$ cat src/rtl/core/bldc_speed_governor_unit_assert.svh
// ----------------------------------------------------------------------------
// BLDC speed governor assertion macros
// Concurrent assertion wrappers; they expand to nothing in synthesis builds.
// ----------------------------------------------------------------------------
`ifndef BLDC_SPEED_GOVERNOR_UNIT_ASSERT_SVH
`define BLDC_SPEED_GOVERNOR_UNIT_ASSERT_SVH
`ifndef SYNTHESIS
`define BSG_ASSERT(label, clk, rst, prop) \
   label: assert property (@(posedge clk) disable iff (rst) prop) \
      else $error("bsg assertion failed");
`define BSG_ASSERT_NORST(label, clk, prop) \
   label: assert property (@(posedge clk) prop) \
      else $error("bsg assertion failed");
`else
`define BSG_ASSERT(label, clk, rst, prop)
`define BSG_ASSERT_NORST(label, clk, prop)
`endif
`endif

$ cat src/rtl/core/bsg_pkg.sv
// ----------------------------------------------------------------------------
// BLDC speed governor package
// Widths, register indexes, reset values and shared types.
// ----------------------------------------------------------------------------
package bsg_pkg;

   localparam int PERIOD_BITS    = 16;
   localparam int COUNT_BITS     = 8;
   localparam int CSR_DATA_BITS  = (PERIOD_BITS > COUNT_BITS) ? PERIOD_BITS : COUNT_BITS;
   localparam int CSR_INDEX_BITS = 8;

   localparam logic [CSR_INDEX_BITS-1:0] CSR_HALT_PERIOD   = CSR_INDEX_BITS'(0);
   localparam logic [CSR_INDEX_BITS-1:0] CSR_START_PERIOD  = CSR_INDEX_BITS'(1);
   localparam logic [CSR_INDEX_BITS-1:0] CSR_QUALIFY_COUNT = CSR_INDEX_BITS'(2);
   localparam logic [CSR_INDEX_BITS-1:0] CSR_FINE_LIMIT    = CSR_INDEX_BITS'(3);
   localparam logic [CSR_INDEX_BITS-1:0] CSR_COARSE_POWER  = CSR_INDEX_BITS'(4);

   localparam logic [PERIOD_BITS-1:0] HALT_PERIOD_RESET  = PERIOD_BITS'(11000);
   localparam logic [PERIOD_BITS-1:0] START_PERIOD_RESET = PERIOD_BITS'(12000);
   localparam logic [COUNT_BITS-1:0]  QUALIFY_RESET      = COUNT_BITS'(20);
   localparam logic [PERIOD_BITS-1:0] FINE_LIMIT_RESET   = PERIOD_BITS'(200);
   localparam logic [PERIOD_BITS-1:0] COARSE_POWER_RESET = PERIOD_BITS'(1000);

   // Status of a bit-serial arithmetic unit.
   typedef struct packed {
      logic busy;
      logic done;
   } bsg_unit_status_type;

endpackage

$ cat src/rtl/core/bsg_divider.sv
// ----------------------------------------------------------------------------
// BLDC speed governor divider
// Restoring divider, one quotient bit per cycle. Divides (dividend_hi << N)
// by divisor, where dividend_hi is below divisor, giving an N-bit quotient.
// ----------------------------------------------------------------------------
`include "bldc_speed_governor_unit_assert.svh"

module bsg_divider (
   input  logic                                 clock,
   input  logic                                 reset,
   input  logic                                 start,
   input  logic [bsg_pkg::PERIOD_BITS-1:0]      dividend_hi,
   input  logic [bsg_pkg::PERIOD_BITS-1:0]      divisor,
   output logic [bsg_pkg::PERIOD_BITS-1:0]      quotient,
   output bsg_pkg::bsg_unit_status_type         status
);
   import bsg_pkg::*;

   localparam int CNT_BITS = $clog2(PERIOD_BITS);
   localparam logic [CNT_BITS-1:0] LAST_STEP = CNT_BITS'(PERIOD_BITS - 1);

   logic [PERIOD_BITS-1:0] rem_ff, rem_in;
   logic [PERIOD_BITS-1:0] quo_ff, quo_in;
   logic [PERIOD_BITS-1:0] dsr_ff, dsr_in;
   logic [CNT_BITS-1:0]    cnt_ff, cnt_in;
   logic                   busy_ff, busy_in;
   logic                   done_ff, done_in;

   logic [PERIOD_BITS:0]   shifted;
   logic [PERIOD_BITS:0]   diff;
   logic                   take;

   assign shifted = {rem_ff, 1'b0};
   assign diff    = shifted - {1'b0, dsr_ff};
   assign take    = (shifted >= {1'b0, dsr_ff});

   always_comb begin
      rem_in  = rem_ff;
      quo_in  = quo_ff;
      dsr_in  = dsr_ff;
      cnt_in  = cnt_ff;
      busy_in = busy_ff;
      done_in = 1'b0;
      if (start) begin
         rem_in  = dividend_hi;
         dsr_in  = divisor;
         quo_in  = '0;
         cnt_in  = '0;
         busy_in = 1'b1;
      end else if (busy_ff) begin
         // The remainder stays below the divisor, so the difference fits N bits.
         rem_in = take ? diff[PERIOD_BITS-1:0] : shifted[PERIOD_BITS-1:0];
         quo_in = {quo_ff[PERIOD_BITS-2:0], take};
         cnt_in = cnt_ff + 1'b1;
         if (cnt_ff == LAST_STEP) begin
            busy_in = 1'b0;
            done_in = 1'b1;
         end
      end
   end

   always_ff @(posedge clock) begin
      if (reset) begin
         busy_ff <= 1'b0;
         done_ff <= 1'b0;
         cnt_ff  <= '0;
      end else begin
         busy_ff <= busy_in;
         done_ff <= done_in;
         cnt_ff  <= cnt_in;
      end
      rem_ff <= rem_in;
      quo_ff <= quo_in;
      dsr_ff <= dsr_in;
   end

   assign quotient    = quo_ff;
   assign status.busy = busy_ff;
   assign status.done = done_ff;

   `BSG_ASSERT(a_rem_below_divisor, clock, reset, busy_ff |-> rem_ff < dsr_ff)
   `BSG_ASSERT(a_start_sets_busy, clock, reset, start |=> busy_ff)
   `BSG_ASSERT(a_done_not_busy, clock, reset, done_ff |-> !busy_ff)

endmodule

$ cat src/rtl/core/bsg_multiplier.sv
// ----------------------------------------------------------------------------
// BLDC speed governor multiplier
// Shift-add multiplier, one multiplier bit per cycle, of an N-bit
// multiplicand by an (N+1)-bit multiplier.
// ----------------------------------------------------------------------------
module bsg_multiplier (
   input  logic                                 clock,
   input  logic                                 reset,
   input  logic                                 start,
   input  logic [bsg_pkg::PERIOD_BITS-1:0]      multiplicand,
   input  logic [bsg_pkg::PERIOD_BITS:0]        multiplier,
   output logic [2*bsg_pkg::PERIOD_BITS:0]      product,
   output bsg_pkg::bsg_unit_status_type         status
);
   import bsg_pkg::*;

   localparam int CNT_BITS = $clog2(PERIOD_BITS + 1);
   localparam logic [CNT_BITS-1:0] LAST_STEP = CNT_BITS'(PERIOD_BITS);

   logic [PERIOD_BITS-1:0] hi_ff, hi_in;
   logic [PERIOD_BITS:0]   lo_ff, lo_in;
   logic [PERIOD_BITS-1:0] mcand_ff, mcand_in;
   logic [CNT_BITS-1:0]    cnt_ff, cnt_in;
   logic                   busy_ff, busy_in;
   logic                   done_ff, done_in;

   logic [PERIOD_BITS:0]   sum;

   assign sum = {1'b0, hi_ff} + (lo_ff[0] ? {1'b0, mcand_ff} : '0);

   always_comb begin
      hi_in    = hi_ff;
      lo_in    = lo_ff;
      mcand_in = mcand_ff;
      cnt_in   = cnt_ff;
      busy_in  = busy_ff;
      done_in  = 1'b0;
      if (start) begin
         hi_in    = '0;
         lo_in    = multiplier;
         mcand_in = multiplicand;
         cnt_in   = '0;
         busy_in  = 1'b1;
      end else if (busy_ff) begin
         // The partial product moves right as multiplier bits are consumed.
         hi_in  = sum[PERIOD_BITS:1];
         lo_in  = {sum[0], lo_ff[PERIOD_BITS:1]};
         cnt_in = cnt_ff + 1'b1;
         if (cnt_ff == LAST_STEP) begin
            busy_in = 1'b0;
            done_in = 1'b1;
         end
      end
   end

   always_ff @(posedge clock) begin
      if (reset) begin
         busy_ff <= 1'b0;
         done_ff <= 1'b0;
         cnt_ff  <= '0;
      end else begin
         busy_ff <= busy_in;
         done_ff <= done_in;
         cnt_ff  <= cnt_in;
      end
      hi_ff    <= hi_in;
      lo_ff    <= lo_in;
      mcand_ff <= mcand_in;
   end

   assign product     = {hi_ff, lo_ff};
   assign status.busy = busy_ff;
   assign status.done = done_ff;

endmodule

$ cat src/rtl/core/bldc_speed_governor_unit.sv
// ----------------------------------------------------------------------------
// BLDC speed governor
// Per-commutation halted/running mode control with startup qualification
// counters and a proportional drive computed by serial divide and multiply.
// ----------------------------------------------------------------------------
//   Channel  Direction  Ports                                   Word
//   req      in         req_period_ticks, req_target_period     one per step
//   rsp      out        rsp_drive_power, rsp_running            one per req word
//   csr      in         csr_write_en, csr_index, csr_wdata      one register
//
// A word that needs the proportional formula passes from acceptance through the
// bit-serial divider and the shift-add multiplier before its result is registered;
// any other word goes through the pending drive register to the output register.
// One word is in work at a time; the next is taken once the result is in the
// output register, which holds it while rsp_ready is low.
// Synchronous reset restores state, settings, counters, mode and rsp_valid only.
// ----------------------------------------------------------------------------
`include "bldc_speed_governor_unit_assert.svh"

module bldc_speed_governor_unit (
   input  logic                                  clock,
   input  logic                                  reset,
   input  logic                                  req_valid,
   output logic                                  req_ready,
   input  logic [bsg_pkg::PERIOD_BITS-1:0]       req_period_ticks,
   input  logic [bsg_pkg::PERIOD_BITS-1:0]       req_target_period,
   output logic                                  rsp_valid,
   input  logic                                  rsp_ready,
   output logic [bsg_pkg::PERIOD_BITS-1:0]       rsp_drive_power,
   output logic                                  rsp_running,
   input  logic                                  csr_write_en,
   input  logic [bsg_pkg::CSR_INDEX_BITS-1:0]    csr_index,
   input  logic [bsg_pkg::CSR_DATA_BITS-1:0]     csr_wdata
);
   import bsg_pkg::*;

   localparam logic [COUNT_BITS-1:0] COUNT_MAX = '1;

   typedef enum logic [1:0] {
      ST_IDLE,
      ST_DIVIDE,
      ST_MULTIPLY,
      ST_DELIVER
   } state_type;

   function automatic logic [COUNT_BITS-1:0] count_up(input logic [COUNT_BITS-1:0] c);
      count_up = (c == COUNT_MAX) ? COUNT_MAX : c + 1'b1;
   endfunction

   state_type              state_ff, state_in;
   logic [PERIOD_BITS-1:0] halt_ff, halt_in;
   logic [PERIOD_BITS-1:0] start_ff, start_in;
   logic [COUNT_BITS-1:0]  qual_ff, qual_in;
   logic [PERIOD_BITS-1:0] fine_ff, fine_in;
   logic [PERIOD_BITS-1:0] coarse_ff, coarse_in;
   logic                   run_mode_ff, run_mode_in;
   logic [COUNT_BITS-1:0]  dq_ff, dq_in;
   logic [COUNT_BITS-1:0]  rq_ff, rq_in;
   logic [PERIOD_BITS-1:0] pend_drive_ff, pend_drive_in;
   logic [PERIOD_BITS-1:0] period_ff, period_in;
   logic                   rsp_valid_ff, rsp_valid_in;
   logic [PERIOD_BITS-1:0] rsp_drive_ff, rsp_drive_in;
   logic                   rsp_running_ff, rsp_running_in;

   logic                   req_fire;
   logic                   dq_band, rq_band;
   logic [COUNT_BITS-1:0]  dq_new, rq_base, rq_new;
   logic                   div_start, mul_start;
   logic [PERIOD_BITS-1:0] quotient;
   logic [PERIOD_BITS:0]   slack;
   logic [2*PERIOD_BITS:0] product;
   logic [PERIOD_BITS-1:0] formula_drive;
   bsg_unit_status_type    div_status, mul_status;

   assign req_ready = (state_ff == ST_IDLE);
   assign req_fire  = req_valid && req_ready;

   assign dq_band = (req_period_ticks < start_ff) && (req_period_ticks > (start_ff >> 3));
   assign rq_band = (req_period_ticks < halt_ff) && (req_period_ticks > (halt_ff >> 3));
   assign dq_new  = dq_band ? count_up(dq_ff) : '0;
   // Leaving the drive band also clears the run counter before the run band check.
   assign rq_base = dq_band ? rq_ff : '0;
   assign rq_new  = rq_band ? count_up(rq_base) : '0;

   assign div_start = req_fire && run_mode_ff && (req_period_ticks <= halt_ff)
                      && (req_period_ticks > req_target_period)
                      && (req_period_ticks > fine_ff);
   assign mul_start = (state_ff == ST_DIVIDE) && div_status.done;
   assign slack     = {1'b1, {PERIOD_BITS{1'b0}}} - {1'b0, quotient};

   // The drive is the product shifted down by N-1, saturated to N bits.
   assign formula_drive = (|product[2*PERIOD_BITS:2*PERIOD_BITS-1]) ? '1
                          : product[2*PERIOD_BITS-2:PERIOD_BITS-1];

   bsg_divider u_divider (
      .clock       (clock),
      .reset       (reset),
      .start       (div_start),
      .dividend_hi (req_target_period),
      .divisor     (req_period_ticks),
      .quotient    (quotient),
      .status      (div_status)
   );

   bsg_multiplier u_multiplier (
      .clock        (clock),
      .reset        (reset),
      .start        (mul_start),
      .multiplicand (period_ff),
      .multiplier   (slack),
      .product      (product),
      .status       (mul_status)
   );

   always_comb begin
      state_in       = state_ff;
      halt_in        = halt_ff;
      start_in       = start_ff;
      qual_in        = qual_ff;
      fine_in        = fine_ff;
      coarse_in      = coarse_ff;
      run_mode_in    = run_mode_ff;
      dq_in          = dq_ff;
      rq_in          = rq_ff;
      pend_drive_in  = pend_drive_ff;
      period_in      = period_ff;
      rsp_valid_in   = rsp_valid_ff;
      rsp_drive_in   = rsp_drive_ff;
      rsp_running_in = rsp_running_ff;

      if (csr_write_en) begin
         case (csr_index)
            CSR_HALT_PERIOD:   halt_in   = csr_wdata[PERIOD_BITS-1:0];
            CSR_START_PERIOD:  start_in  = csr_wdata[PERIOD_BITS-1:0];
            CSR_QUALIFY_COUNT: qual_in   = csr_wdata[COUNT_BITS-1:0];
            CSR_FINE_LIMIT:    fine_in   = csr_wdata[PERIOD_BITS-1:0];
            CSR_COARSE_POWER:  coarse_in = csr_wdata[PERIOD_BITS-1:0];
            default: ;
         endcase
      end

      if (rsp_valid_ff && rsp_ready) begin
         rsp_valid_in = 1'b0;
      end

      case (state_ff)
         ST_IDLE: begin
            if (req_fire) begin
               period_in     = req_period_ticks;
               pend_drive_in = '0;
               state_in      = ST_DELIVER;
               if (run_mode_ff) begin
                  if (req_period_ticks > halt_ff) begin
                     dq_in       = '0;
                     rq_in       = '0;
                     run_mode_in = 1'b0;
                  end else if (req_period_ticks > req_target_period) begin
                     if (req_period_ticks > fine_ff) begin
                        state_in = ST_DIVIDE;
                     end else begin
                        pend_drive_in = coarse_ff;
                     end
                  end
               end else begin
                  dq_in = dq_new;
                  rq_in = rq_new;
                  if (dq_new > qual_ff) begin
                     pend_drive_in = {2'b00, req_period_ticks[PERIOD_BITS-1:2]};
                  end
                  if (rq_new > qual_ff) begin
                     run_mode_in = 1'b1;
                  end
               end
            end
         end
         ST_DIVIDE: begin
            if (div_status.done) begin
               state_in = ST_MULTIPLY;
            end
         end
         ST_MULTIPLY: begin
            if (mul_status.done) begin
               pend_drive_in = formula_drive;
               state_in      = ST_DELIVER;
            end
         end
         ST_DELIVER: begin
            if (!rsp_valid_ff || rsp_ready) begin
               rsp_valid_in   = 1'b1;
               rsp_drive_in   = pend_drive_ff;
               rsp_running_in = run_mode_ff;
               state_in       = ST_IDLE;
            end
         end
         default: state_in = ST_IDLE;
      endcase
   end

   always_ff @(posedge clock) begin
      if (reset) begin
         state_ff     <= ST_IDLE;
         halt_ff      <= HALT_PERIOD_RESET;
         start_ff     <= START_PERIOD_RESET;
         qual_ff      <= QUALIFY_RESET;
         fine_ff      <= FINE_LIMIT_RESET;
         coarse_ff    <= COARSE_POWER_RESET;
         run_mode_ff  <= 1'b0;
         dq_ff        <= '0;
         rq_ff        <= '0;
         rsp_valid_ff <= 1'b0;
      end else begin
         state_ff     <= state_in;
         halt_ff      <= halt_in;
         start_ff     <= start_in;
         qual_ff      <= qual_in;
         fine_ff      <= fine_in;
         coarse_ff    <= coarse_in;
         run_mode_ff  <= run_mode_in;
         dq_ff        <= dq_in;
         rq_ff        <= rq_in;
         rsp_valid_ff <= rsp_valid_in;
      end
      pend_drive_ff  <= pend_drive_in;
      period_ff      <= period_in;
      rsp_drive_ff   <= rsp_drive_in;
      rsp_running_ff <= rsp_running_in;
   end

   assign rsp_valid       = rsp_valid_ff;
   assign rsp_drive_power = rsp_drive_ff;
   assign rsp_running     = rsp_running_ff;

   `BSG_ASSERT(a_accept_blocks, clock, reset, req_valid && req_ready |=> !req_ready)
   `BSG_ASSERT(a_div_done_in_divide, clock, reset, div_status.done |-> state_ff == ST_DIVIDE)
   `BSG_ASSERT(a_mul_done_in_multiply, clock, reset, mul_status.done |-> state_ff == ST_MULTIPLY)
   `BSG_ASSERT(a_mode_matches, clock, reset, rsp_valid_ff && state_ff == ST_IDLE |-> rsp_running_ff == run_mode_ff)
   `BSG_ASSERT_NORST(a_reset_idle, clock, reset |=> !rsp_valid_ff && state_ff == ST_IDLE)

endmodule

$ cat config.mk
export PLATFORM = sky130hd
export DESIGN_NAME = bldc_speed_governor_unit
export DESIGN_NICKNAME = d
export VERILOG_FILES = /design/src/rtl/core/bsg_pkg.sv /design/src/rtl/core/bsg_divider.sv /design/src/rtl/core/bsg_multiplier.sv /design/src/rtl/core/bldc_speed_governor_unit.sv
export VERILOG_INCLUDE_DIRS = /design/src /design/src/rtl/core
export SDC_FILE = /design/constraint.sdc
export NUM_CORES = 1
export LEC_CHECK = 0
export BUFFER_PORTS_ARGS = -buffer_cell sky130_fd_sc_hd__buf_2
export CAP_MARGIN = 15
export CORE_MARGIN = 8
export CORE_UTILIZATION = 25
export CTS_CLUSTER_DIAMETER = 30
export CTS_CLUSTER_SIZE = 24
export DETAILED_ROUTE_END_ITERATION = 6
export GPL_TIMING_DRIVEN = 0
export PLACE_DENSITY = 0.39
export SLEW_MARGIN = 0
export SYNTH_ARGS = -nofsm -noshare
export SYNTH_HDL_FRONTEND = slang
export SYNTH_SLANG_ARGS = --single-unit
$ cat constraint.sdc
create_clock -name clock -period 9.4 [get_ports clock]
set_clock_uncertainty 0.2 [all_clocks]
set_input_delay 0.47 -clock clock [delete_from_list [all_inputs] [get_ports clock]]
set_output_delay 0.47 -clock clock [all_outputs]
set_load 0.03 [all_outputs]
# --- After elaboration in Yosys (flattened, before gate mapping) ---
# Index checks and enable logic that the tools add are counted.
totals:
  register_bits: 251
  inputBits: 61
  out_inout_bits: 19
  wordCells: 139
classes:
  n_addsub: 7
  order_cmp: 11
  n_eq_ne: 16
  mux: 46
  bitwise: 2
  reduce_logical: 31
ops:
  columns: ["op", "n"]
  rows:
  - ["$mux W16", 11]
  - ["$mux W8", 8]
  - ["$gt A16 B16 Y1", 3]
  - ["$mux W17", 2]
  - ["$gt A16 B13 Y1", 2]
  - ["$lt A16 B16 Y1", 2]
  - ["$pmux W16 S2", 1]
  - ["$add A16 B17 Y17", 1]
  - ["$ge A17 B16 Y1", 1]
  - ["$sub A17 B16 Y17 const A", 1]
  - ["$add A8 B1 Y8 const B", 2]
  - ["$eq A8 B2 Y1 const B", 2]
  - ["$eq A8 B8 Y1 const B", 2]
  - ["$gt A8 B8 Y1", 2]
  - ["$le A16 B16 Y1", 1]
  - ["$mux W2", 8]
  - ["$sub A16 B16 Y16", 1]
  - ["$mux W1", 14]
  - ["$mux W14", 1]
  - ["$reduce_and A2 Y1", 7]
  - ["$logic_and A1 B1 Y1", 9]
  - ["$eq A8 B1 Y1 const B", 1]
  - ["$eq A8 B3 Y1 const B", 1]
  - ["$logic_not A8 Y1", 1]
  - ["other kinds (18)", 29]

# --- Logic depth before layout (Yosys ltp) ---
logic_depth:
  ltp_word: 9
  depth_mapped: 24
  mapped_depth_nobuf: 23

# --- Modules after synthesis ---
# Synthesis repeated with hierarchy kept, for this count alone.
unflattened:
  cells_unflattened: 1508
  area_unflattened_um2: 14378.8
by_module_without_submodules:
  columns: ["mod", "instances", "cells_each", "area_each_um2", "seq_area_each_um2"]
  rows:
  - ["bldc_speed_governor_unit", 1, 943, 8399.3, 3313.2]
  - ["bsg_divider", 1, 290, 2991.6, 1401.3]
  - ["bsg_multiplier", 1, 275, 2987.9, 1451.4]

# --- Worst setup path after synthesis ---
# Ideal clock, no wire load.
synth_path:
  path_kind: "in2reg"
  startpoint: "input port req_period_ticks[7] (netlist name)"
  endpoint: "register run_mode_ff"
  setup_ns: 0.131
  arrival_time_ns: 3.938
  required_ns: 9.069
  path_slack_ns: 5.130
  cell_stages: 23
  n_path_buf: 1
  cell_sequence: "ha_1 -> a21oi_1 -> o21ai_0 -> a22o_1 -> o41ai_2 -> a211o_1 -> buf_2 -> nor2_1 -> ha_1 -> and3_1 -> and3_1 -> nand3_1 -> nor2_1 -> nor2_1 -> nor2_1 -> ha_1 -> nor2b_1 -> o21ai_0 -> nand2b_1 -> a21oi_1 -> o21ai_0 -> a21oi_1 -> a211oi_1"
synth_between:
  elab_chain_cells: 9
synth_rtl:
  columns: ["element", "line", "source"]
  rows:
  - ["start: declaration", "bldc_speed_governor_unit.sv:25", "input logic [bsg_pkg::PERIOD_BITS-1:0] req_period_ticks,"]
  - ["$lt A16 B16 Y1 / $gt A16 B13 Y1 (equally long branches)", "bldc_speed_governor_unit.sv:78", "assign dq_band = (req_period_ticks < start_ff) && (req_period_ticks > (start_ff >> 3));"]
  - ["$logic_and A1 B1 Y1", "bldc_speed_governor_unit.sv:78", null]
  - ["$mux W8", "bldc_speed_governor_unit.sv:82", "assign rq_base = dq_band ? rq_ff : '0;"]
  - ["$add A8 B1 Y8 / $eq A8 B8 Y1 (equally long branches)", "bldc_speed_governor_unit.sv:47", "count_up = (c == COUNT_MAX) ? COUNT_MAX : c + 1'b1;"]
  - ["$mux W8", "bldc_speed_governor_unit.sv:47", null]
  - ["$mux W8", "bldc_speed_governor_unit.sv:83", "assign rq_new = rq_band ? count_up(rq_base) : '0;"]
  - ["$gt A8 B8 Y1", "bldc_speed_governor_unit.sv:170", "if (rq_new > qual_ff) begin"]
  - ["$mux W1", "bldc_speed_governor_unit.sv:170", null]
  - ["$mux W1 *", "bldc_speed_governor_unit.sv:152", "if (run_mode_ff) begin"]
  - ["end signal: assignment", "bldc_speed_governor_unit.sv:218", "run_mode_ff <= run_mode_in;"]
  - ["end: declaration", "bldc_speed_governor_unit.sv:56", "logic run_mode_ff, run_mode_in;"]
# Mark *: on every way between the ends. The rest lies on a longest branch, timed or not.
# A chain may end at the register's enable or synchronous reset.

# --- Worst setup path after layout ---
layout_path:
  startpoint: "input port req_period_ticks[0] (netlist name)"
  endpoint: "register run_mode_ff"
# Same word-level chain as after synthesis.

==> impl_metrics.yaml <==
setup_path:
  crit_type: "input pin to flip-flop"
  max_stage_delay_ns: 0.53
  cp.depth: 25
  endpoint_kind: "flip-flop"
  cp_max_fo: 9
  cp_top_family: "compound AO/OA/AOI/OAI gates"
  ff2ff_path_depth: 22
  worstSetupEndpoint: "run_mode_ff$_SDFFE_PP0P_"
  crit_slowest_cell: "dlygate4sd3_1"
  crit_required_ns: 9.63
  cp.buffers_inverters: 3
  r2r_setup_slack_ns: 4.35
  path_common_cell: "nor2_1"
  r2r_end: "run_mode_ff$_SDFFE_PP0P_"
  startpoint: "req_period_ticks[0]"
  cp.arrival_ns: 5.61
  worstSetupStartpointType: "input pin"
  reg2reg_from: "start_ff[6]$_SDFFE_PP1P_"
hold_path:
  hold_class: "input pin to flip-flop"
sta:
  rsz0062_at_grt: "no"
  fin_crit_ns: 5.38
  finalHoldViolations: 0
  slew-limit-headroom_pct: 39.2
  finalCritPeriodShare_pct: 57.2
  tightest_slew_ns: 0.912
  tns_ns: 0
  slew_violations: 0
  max_freq_mhz: 186
  setup_viol: 0
floorplan:
  rows: 87
  core_mm2: 0.0560
  die-area_mm2: 0.0640
  initial_utilization_pct: 25.1
  io_pins: 80
  dieHeight_um: 253
  fp.dieW_um: 253
finish:
  antenna_cells: 0
  largest_reg_flops: 17
  final_cells: 2455
  post-route-util_pct: 32.0
  regMostFlops: "u_multiplier.lo_ff"
  multiInputGateArea_mm2: 0.00719
  n_fill_cell: 5950
  areaGrowthSynthToFinish_pct: 27.6
  drive_above_1_share_pct: 13.4
  seqCellArea_mm2: 0.00617
  fin_nets: 1852
grt:
  grt_overflow: 0
  track_usage_pct: 13.9
  first_global_vias: 11700
  grt_pass1_wl_mm: 68.4
  antenna_found_initial: 0
  grt_max_degree: 26
cts:
  path_clk_slew_ns: 0.04
  postCtsResizedCells: 0
  h-tree-depth: 3
  clockRootBuffer: "clkbuf_16"
  post_cts_buffers: 0
  hold_buffers: 4
  clock_latency_ns: 0.58
  clockBufferDepth: 3
  tritoncts: "built"
  cts.sinks: 251
  cts_buffers: 73
place:
  dpl.cell_count: 2319
  hpwl_mm: 32.9
  port_buffers: 79
  gp_congestion: 0.816
synth:
  synth-edff-count: 114
  ys_types: 81
  synthArstFlopShare_pct: 0
  syn_avg_cell_area_um2: 9.46
  synth_nets: 1694
  ys_warn_count: 0
  yosysSeqAreaShare_pct: 43.9
  ys_seq_elements: 251
  synthCells: 1484
  syn_area_mm2: 0.0140
  ys.flop_type: "dfxtp_1"
power:
  vdd_drop_max_mv: 0.113
  power.leakage_nw: 7.34
  pwr_density_cell_mw_per_mm2: 237
routing:
  avgViaCountPerCell: 4.62
  drt_iter0_drc: 510
  dr_total_vias: 11300
  first_pass_iters: 5
  antenna_left: 0
  drt-total-wl_mm: 44.8
  drcViolationCount: 0
  routedWlPerCell_um: 18.3
run:
  cap_violations: 0
run_status:
  status: "finished clean"
metal layers:
layer / vias up / track usage (%) / part of all wire, % / wire [µm]
li1: 5678 / - / - / -
met1: 5389 / 17.8 / 47 / 21100
met2: 212 / 22.9 / 47 / 20900
met3: 68 / 2.74 / 4.0 / 1780
met4: 0 / 5.39 / 2.4 / 1060
met5: - / 0 / 0 / 0
where the power goes:
part           internal [W]  switching [W]
registers           0.00129      0.0000702
clock network       0.00173       0.000723
logic              0.000135       0.000298
worst min path at each step:
| stage | from | to | slack (ns) | cells past startpoint |
|---|---|---|---|---|
| 3_3_place_gp | period_ff[3]$_DFFE_PP_ | u_multiplier.mcand_ff[3]$_DFFE_PP_ | 0.20 | 0 |
| 3_5_place_dp | period_ff[2]$_DFFE_PP_ | u_multiplier.mcand_ff[2]$_DFFE_PP_ | 0.20 | 0 |
| 6_report | csr_wdata[0] | halt_ff[0]$_SDFFE_PP0P_ | 0.03 | 3 |
| 4_1_cts | csr_wdata[2] | halt_ff[2]$_SDFFE_PP0P_ | 0.004 | 3 |
| 2_1_floorplan | pend_drive_ff[0]$_DFFE_PP_ | rsp_drive_power[0]$_DFFE_PP_ | 0.20 | 0 |
| 5_1_grt | csr_wdata[10] | halt_ff[10]$_SDFFE_PP0P_ | 0.03 | 3 |
stage by stage:
step                      instance area, µm²  hold WS [ns]  setup WS [ns]  power, W
after floorplan                        14000         0.200           5.13   0.00162
after global placement                 15400         0.203           3.88   0.00181
after detailed placement               15400         0.205           3.83   0.00182
after CTS                              17900       0.00390           4.01   0.00431
after global routing                   17900        0.0281           3.68   0.00442
final                                  17900        0.0346           4.02   0.00424
worst min-delay path, cell delays in order:
cell	delay, ns
buf_2	0.17
nand2_1	0.07
a21oi_1	0.05
layout make-up:
| cell class | count | area share, % |
|---|---|---|
| tap | 756 | 5.28 |
| buffer | 51 | 1.22 |
| inverter | 125 | 2.62 |
| sequential | 251 | 34.4 |
| clock buffer | 100 | 11.9 |
| multi-input combinational | 1057 | 40.2 |
| timing repair buffer | 83 | 2.43 |
| clock inverter | 32 | 2.00 |
synthesized netlist by cell type, drive strengths merged (7+ instances only):
| cell type | n | area, µm² |
|---|---|---|
| nand3 | 23 | 115 |
| o21a | 10 | 75.1 |
| edfxtp | 114 | 3420 |
| o211ai | 27 | 203 |
| or2 | 7 | 43.8 |
| o21ai | 57 | 285 |
| inv | 124 | 465 |
| xnor2 | 18 | 158 |
| buf | 14 | 77.6 |
| and3 | 9 | 56.3 |
| a21o | 18 | 135 |
| clkbuf | 37 | 139 |
| dfxtp | 137 | 2740 |
| nor3 | 21 | 125 |
| nand2 | 167 | 627 |
| nor2b | 12 | 75.1 |
| and2 | 23 | 144 |
| a211oi | 20 | 185 |
| nor2 | 150 | 563 |
| nand4 | 25 | 156 |
| a22oi | 15 | 113 |
| a211o | 11 | 96.3 |
| xor2 | 20 | 175 |
| mux2i | 38 | 380 |
| a21oi | 108 | 544 |
| ha | 147 | 1840 |
| a221oi | 16 | 140 |
| nand2b | 17 | 106 |
| nand3b | 8 | 60.1 |
| or3 | 9 | 61.3 |
| nor4 | 9 | 83.8 |
| a31oi | 15 | 93.8 |
cells by family (layout without fill, tap and decap cells):
| logic type | Yosys count | after routing | synth area share, % |
|---|---|---|---|
| fa+ha+maj | 149 | 149 | 13.4 |
| flops | 251 | 251 | 43.9 |
| buf+inv | 176 | 391 | 4.88 |
| compound gates | 339 | 339 | 16.0 |
| mux | 38 | 38 | 2.71 |
| simple gates | 493 | 493 | 16.7 |
| xor+xnor | 38 | 38 | 2.37 |
layout by cell type (no fill, tap or decap), types with 50 or more instances in the layout:
master,Yosys,layout
nand2_1,167,167
edfxtp_1,114,114
buf_2,8,87
ha_1,147,147
o21ai_0,52,52
clkbuf_16,0,79
nor2_1,150,150
inv_1,124,124
a21oi_1,107,106
dfxtp_1,137,137
clkbuf_1,37,50
No activity file was read; power rests on OpenSTA's default activity.
